## config.mk

```make
export PLATFORM = sky130hd
export DESIGN_NAME = qtl_update
export DESIGN_NICKNAME = d
export VERILOG_FILES = /design/src/sv/qtl_pkg.sv /design/src/sv/qtl_update.sv
export SDC_FILE = /design/constraint.sdc
export NUM_CORES = 2
export LEC_CHECK = 0
export BUFFER_PORTS_ARGS = -buffer_cell sky130_fd_sc_hd__buf_2
export CORE_MARGIN = 3
export CORE_UTILIZATION = 70
export DETAILED_ROUTE_END_ITERATION = 8
export PLACE_DENSITY = 0.88
export SLEW_MARGIN = 20
export SYNTH_ARGS = -nofsm -noshare
export SYNTH_HDL_FRONTEND = slang
export SYNTH_SLANG_ARGS = --single-unit
```

## constraint.sdc

```tcl
create_clock -name clk_i -period 13.95 [get_ports clk_i]
set_input_delay 2.79 -clock clk_i [delete_from_list [all_inputs] [get_ports clk_i]]
set_output_delay 2.79 -clock clk_i [all_outputs]
set_load 0.02 [all_outputs]
```

## src/sv/qtl_pkg.sv

```systemverilog
// Q-table learner package: operation codes, sequencer states, update unit
// transaction types, field widths and configuration defaults.
// No dependencies.
package qtl_pkg;

  localparam int STATE_IN_W = 6;
  localparam int ACT_IN_W   = 2;
  localparam int VAL_W      = 32;
  localparam int FRAC_W     = 16;
  localparam int CFG_IDX_W  = 2;

  localparam logic [CFG_IDX_W-1:0] CFG_EXPLORE  = 2'd0;
  localparam logic [CFG_IDX_W-1:0] CFG_LEARN    = 2'd1;
  localparam logic [CFG_IDX_W-1:0] CFG_DISCOUNT = 2'd2;

  localparam logic [FRAC_W-1:0] EXPLORE_RST  = 16'd6554;
  localparam logic [FRAC_W-1:0] LEARN_RST    = 16'd6554;
  localparam logic [FRAC_W-1:0] DISCOUNT_RST = 16'd58982;

  typedef enum logic [1:0] {
    OP_SELECT = 2'd0,
    OP_UPDATE = 2'd1,
    OP_LOAD   = 2'd2,
    OP_READ   = 2'd3
  } op_e;

  typedef enum logic [3:0] {
    ST_CLEAR,
    ST_IDLE,
    ST_SCAN,
    ST_UPD_GO,
    ST_UPD_WAIT,
    ST_RD,
    ST_RD_DATA,
    ST_LOAD,
    ST_RESULT
  } state_e;

  typedef struct packed {
    logic                    valid;
    logic signed [VAL_W-1:0] q;
    logic signed [VAL_W-1:0] row_max;
    logic signed [VAL_W-1:0] reward;
    logic [FRAC_W-1:0]       gamma;
    logic [FRAC_W-1:0]       alpha;
  } upd_req_t;

  typedef struct packed {
    logic                    valid;
    logic signed [VAL_W-1:0] value;
  } upd_rsp_t;

endpackage

```

## src/sv/qtl_update.sv

```systemverilog
// Q-learning update datapath: four-stage pipeline computing
// sat(q + rnd(alpha * (r + rnd(gamma * max) - q))). Uses qtl_pkg.
module qtl_update (
  input  logic              clk_i,
  input  logic              rst_ni,
  input  qtl_pkg::upd_req_t req_i,
  output qtl_pkg::upd_rsp_t rsp_o
);

  logic v1_q, v2_q, v3_q, v4_q;

  logic signed [48:0] prod1_d, prod1_q;
  logic signed [31:0] q1_q, r1_q, q2_q, q3_q;
  logic [15:0]        alpha1_q, alpha2_q;

  logic signed [48:0] gm_sum;
  logic signed [32:0] gm;
  logic signed [33:0] td_d, td_q;

  logic signed [50:0] prod2_d, prod2_q;
  logic signed [50:0] dl_sum;
  logic signed [34:0] delta;
  logic signed [35:0] newv;
  logic signed [31:0] value_d, value_q;

  assign prod1_d = 49'($signed({1'b0, req_i.gamma})) * 49'(req_i.row_max);

  assign gm_sum = prod1_q + 49'sd32768;
  assign gm     = gm_sum[48:16];
  assign td_d   = 34'(r1_q) + 34'(gm) - 34'(q1_q);

  assign prod2_d = 51'($signed({1'b0, alpha2_q})) * 51'(td_q);

  assign dl_sum = prod2_q + 51'sd32768;
  assign delta  = dl_sum[50:16];
  assign newv   = 36'(q3_q) + 36'(delta);

  always_comb begin
    if (newv[35:31] == 5'b00000 || newv[35:31] == 5'b11111) begin
      value_d = newv[31:0];
    end else if (newv[35]) begin
      value_d = 32'sh8000_0000;
    end else begin
      value_d = 32'sh7FFF_FFFF;
    end
  end

  always_ff @(posedge clk_i or negedge rst_ni) begin
    if (!rst_ni) begin
      v1_q <= 1'b0;
      v2_q <= 1'b0;
      v3_q <= 1'b0;
      v4_q <= 1'b0;
    end else begin
      v1_q <= req_i.valid;
      v2_q <= v1_q;
      v3_q <= v2_q;
      v4_q <= v3_q;
    end
  end

  always_ff @(posedge clk_i) begin
    prod1_q  <= prod1_d;
    q1_q     <= req_i.q;
    r1_q     <= req_i.reward;
    alpha1_q <= req_i.alpha;
    td_q     <= td_d;
    q2_q     <= q1_q;
    alpha2_q <= alpha1_q;
    prod2_q  <= prod2_d;
    q3_q     <= q2_q;
    value_q  <= value_d;
  end

  assign rsp_o.valid = v4_q;
  assign rsp_o.value = value_q;

endmodule

```

-- After elaboration in Yosys (flattened, before gate mapping)
Cells that the tools add are included.
- logic and storage cells: 26
- bits in registers: 330
- bits in latches: 0
- bits in read-only memories: 0
- bits in writable memories: 0
- memories: 0
- input bits: 131
- mux-type cells: 2
- magnitude comparators: 0
- multiply operators: 2
- equality and inequality tests: 1
- add/subtract/negate cells: 5
- shift operators: 0
- bitwise operators: 0
- divide/modulo/power cells: 0
- reductions and logical operators: 2
- operators with widths (operator ; count):
    $mux W32 ; 2
    $add A51 B17 Y51 const B ; 1
    $mul A17 B34 Y51 ; 1
    $add A49 B17 Y49 const B ; 1
    $mul A17 B32 Y49 ; 1
    $add A32 B35 Y36 ; 1
    $add A32 B33 Y34 ; 1
    $sub A34 B32 Y34 ; 1
    $eq A5 B5 Y1 const B ; 1
    $logic_not A5 Y1 ; 1
    $logic_or A1 B1 Y1 ; 1

-- Depth between registers and ports, before layout
- depth after elaboration: 5
- depth in mapped cells: 25
- mapped depth without buffers: 24

-- Worst setup path before layout
OpenSTA, ideal clock, no wires.
- path kind: in2reg
- from: input req_i[18] (netlist bit)
- to: register prod1_q[42]
- setup time: 0.118 ns
- setup slack: 5.335 ns
- buffers on the path: 1
- cell stages on the path: 22
- arrival: 8.496 ns
- cell sequence: clkbuf_1 nand2_1 fa_1 fa_1 fa_1 inv_1 fa_1 fa_1 inv_1 fa_1 inv_1 ha_1 and3_1 and4_1 a221o_1 a31o_2 o21ai_1 o21bai_1 or2_1 a31oi_1 o21ai_1 xnor2_1
- word-level cells in the longest chain between the ends: 1
- RTL lines (element ; RTL line ; source):
    start: declaration ; qtl_update.sv:6 ; input qtl_pkg::upd_req_t req_i,
    $mul A17 B32 Y49 ; qtl_update.sv:26 ; assign prod1_d = 49'($signed({1'b0, req_i.gamma})) * 49'(req_i.row_max);
    named net prod1_d[42] ; qtl_update.sv:12 ; logic signed [48:0] prod1_d, prod1_q;
    end signal: assignment ; qtl_update.sv:63 ; prod1_q <= prod1_d;
    end: declaration ; qtl_update.sv:12 ;
The timed path passes the listed nets, and every way through them passes these cells.

-- Worst setup path after layout
- from: input req_i[24] (netlist bit)
- to: register prod1_q[42]
Same word-level chain as after synthesis.

==> flow_metrics.env <==
export IMPL_status="finished, final reports clean"
export IMPL_worst_hold_startpoint="q2_q[9]"
export IMPL_timing_setup_tns_ns=0
export IMPL_ys_top_cells_by_count="sky130_fd_sc_hd__inv_1 (1215), sky130_fd_sc_hd__fa_1 (1036), sky130_fd_sc_hd__nand2_1 (760)"
export IMPL_yosys_register_bits=300
export IMPL_post_layout_nonfiller_instances=6015
export IMPL_routed_wire_length_per_instance_microns=19.7
export IMPL_hpwl_microns=92500
export IMPL_portBuffers=163
export IMPL_relSlewSlack=0.305
export IMPL_yosys_cell_types_count=72
export IMPL_synth_cell_area_sq_um=47300
export IMPL_fmaxAchievable_mhz=112
export IMPL_clk_pin_slew_worst_paths_ns=0.07
export IMPL_crit_slowest_cell="sky130_fd_sc_hd__buf_2"
export IMPL_worstSkewPairLatency_ns=0.63
export IMPL_worstReg2RegStart="td_q[13]"
export IMPL_req_time_crit_path_ns=14.46
export IMPL_timing_critical_path_from_type="input pin"
export IMPL_final_design_area_no_fill_sq_um=49600
export IMPL_globalRoute_totalOverflow=0
export IMPL_totalWireLength_microns=118000
export IMPL_grt_start_max_net_pins=35
export IMPL_post_route_cells_drive_above_1_share=0.0496
export IMPL_worstSetupPathType="in -> reg"
export IMPL_critical_path_most_common_cell="sky130_fd_sc_hd__fa_1"
export IMPL_routabilityCongestion=0.922
export IMPL_yosysTopAreaCell="sky130_fd_sc_hd__fa_1"
export IMPL_post_route_period_util=0.642
export IMPL_timing_critical_path_arrival_ns=9.46
export IMPL_areaGrowthSynthToFinish_pct=4.86
export IMPL_setup_worst_path_start="req_i[24]"
export IMPL_yosysMostFrequentCell="sky130_fd_sc_hd__inv_1"
export IMPL_number_of_cts_inserted_buffers=30
export IMPL_die_area_sq_um=70700
export IMPL_grt_antenna_before_repair=10
export IMPL_final_setup_viol_count=0
export IMPL_floorplan_rows=94
export IMPL_drt_vias_per_instance=5.79
export IMPL_placedCellCount=5953
export IMPL_drt_first_pass_iters=9
export IMPL_drc=0
export IMPL_timing_max_cap_violations=0
export IMPL_clkSinkCount=300
export IMPL_postSynthCellCount=5097
export IMPL_cts_htree_levels=1
export IMPL_fp_dieH_microns=266
export IMPL_worst_hold_slack_ns=0.301
export IMPL_dpl_instance_area_sq_um=48500
export IMPL_synth_flop_cell="sky130_fd_sc_hd__dfxtp_1"
export IMPL_worst_reg_to_reg_cells=20
export IMPL_grt_usage=0.348
export IMPL_netlist_area_leader_share=0.439
export IMPL_clock_tree_from_tritoncts="yes"
export IMPL_cell_by_cell_trace_of_the_critical_path="buf_2, nand2_1, fa_1, inv_1, fa_1, fa_1, fa_1, fa_1, inv_1, fa_1, inv_1, ha_1, and3_1, and4_1, a221o_1, a31o_2, o21ai_1, o21bai_1, or2_1, a31oi_1, o21ai_1, xnor2_1"
export IMPL_die_w_microns=266
export IMPL_synth_enable_flop_cells=0
export IMPL_maxSlewViolCount=0
export IMPL_start_util=0.713
export IMPL_average_instance_area_after_synthesis_sq_um=9.27
export IMPL_syn_nets=6569
export IMPL_ant_nets_after_route=0
export IMPL_worst_hold_path_num_cells=0
export IMPL_worst_path_largest_cell_delay_ns=0.58
export IMPL_synthTopCellsByArea="sky130_fd_sc_hd__fa_1 (44%), sky130_fd_sc_hd__dfxtp_1 (13%), sky130_fd_sc_hd__inv_1 (9.6%), sky130_fd_sc_hd__ha_1 (8.1%), sky130_fd_sc_hd__nand2_1 (6.0%)"
export IMPL_critical_path_endpoint_type="flip-flop"
export IMPL_grt_pass1_wl_microns=193000
export IMPL_finalNetCount=6593
export IMPL_timing_final_hold_violations=0
export IMPL_yosysSeqAreaShare=0.127
export IMPL_first_iter_violations=3139
export IMPL_post_cts_resized=0
export IMPL_timing_worst_slew_pin_value_ns=1.04
export IMPL_routed_via_count=34800
export IMPL_hold_buffers=0
export IMPL_crit_path_max_fanout=32
export IMPL_worstHoldPathType="reg -> reg"
export IMPL_period_needed_ns=8.95
export IMPL_rsz0062_at_grt="false"
export IMPL_cts_max_path_buffers=3
export IMPL_ys_warnings_count=0
export IMPL_top_level_i_o_count=164
export IMPL_cts_setup_buffers=0
export IMPL_fin_skew_ns=0.0404
export IMPL_cts_root_buffer_type="sky130_fd_sc_hd__clkbuf_16"
export IMPL_core_sq_um=66300
export IMPL_vias_in_the_first_global_route=38500
export IMPL_asr_flop_ratio_synth=0.0133
worst max-delay path, delay by kind of cell:
family,cells,cell delay (ns)
AO/OA/AOI/OAI,6,1.48
AND/OR/NAND/NOR,4,0.91
XOR/XNOR,1,0.13
adder cells (fa/ha/maj),7,3.40
buffers and inverters,4,0.73
cell families (layout without fill, tap and decap cells):
logic type,Yosys count,in the layout,share of synthesized area
flops,300,300,0.127
fa+ha+maj,1341,1341,0.519
buf+inv,1398,1446,0.112
compound gates,424,424,0.0591
simple gates,1427,1427,0.144
other cells,0,6,0
xor+xnor,207,207,0.0384
metal layers:
layer / wire, microns / part of all wire / up-vias / GRT usage
li1: - / - / 15100 / -
met1: 41200 / 0.35 / 17100 / 0.421
met2: 56800 / 0.48 / 2087 / 0.588
met3: 13800 / 0.12 / 528 / 0.0887
met4: 6520 / 0.055 / 12 / 0.166
met5: 89 / 0.00075 / - / 0
layout make-up:
| class | count | area [sq um] |
|---|---|---|
| well taps | 864 | 1080 |
| inverters | 1215 | 4560 |
| fillers | 4446 | 16800 |
| clock inverters | 24 | 236 |
| clock buffers | 32 | 768 |
| diodes | 6 | 15.0 |
| repair buffers | 175 | 906 |
| multi-input cells | 3399 | 36000 |
| flip-flops and latches | 300 | 6030 |
state kept, by name (all words and copies together), names as in the netlist:
signal,flops
v2_q,1
q3_q,32
alpha1_q,16
prod1_q,34
value_q,32
q1_q,32
td_q,34
v4_q,1
r1_q,32
prod2_q,36
q2_q,32
v1_q,1
alpha2_q,16
v3_q,1
placed cells by master (no fill, tap or decap), drive strengths merged, types with 20 or more instances in the layout:
master and instances:
o21bai 20, ha 305, a21o 107, clkbuf 32, fa 1036, inv 1223
a31oi 21, and3 32, nor2 70, nand2 760, nand3 55, nand4 26
nor2b 21, a21oi 123, buf 175, dfxtp 296, o21ai 61, and2 392
xor2 67, xnor2 140
stage by stage:
step | util | worst slack [ns]
final | 0.747 | 5.00
after global routing | 0.747 | 4.85
after CTS | 0.747 | 5.08
after detailed placement | 0.732 | 4.41
after global placement | 0.732 | 4.59
after floorplan | - | 5.34
worst paths after layout:
check,end,slack (ns)
setup / recovery,prod1_q[42],5.00
hold / removal,q3_q[9],0.30
setup reg to reg,prod2_q[50],6.40
hold reg to reg,q3_q[9],0.30
max in group asynchronous,v4_q,11.87
min in group asynchronous,v3_q,1.96
Power is not shown: default switching activity piles up to over one toggle a cycle in this logic, so the estimate is an artifact.
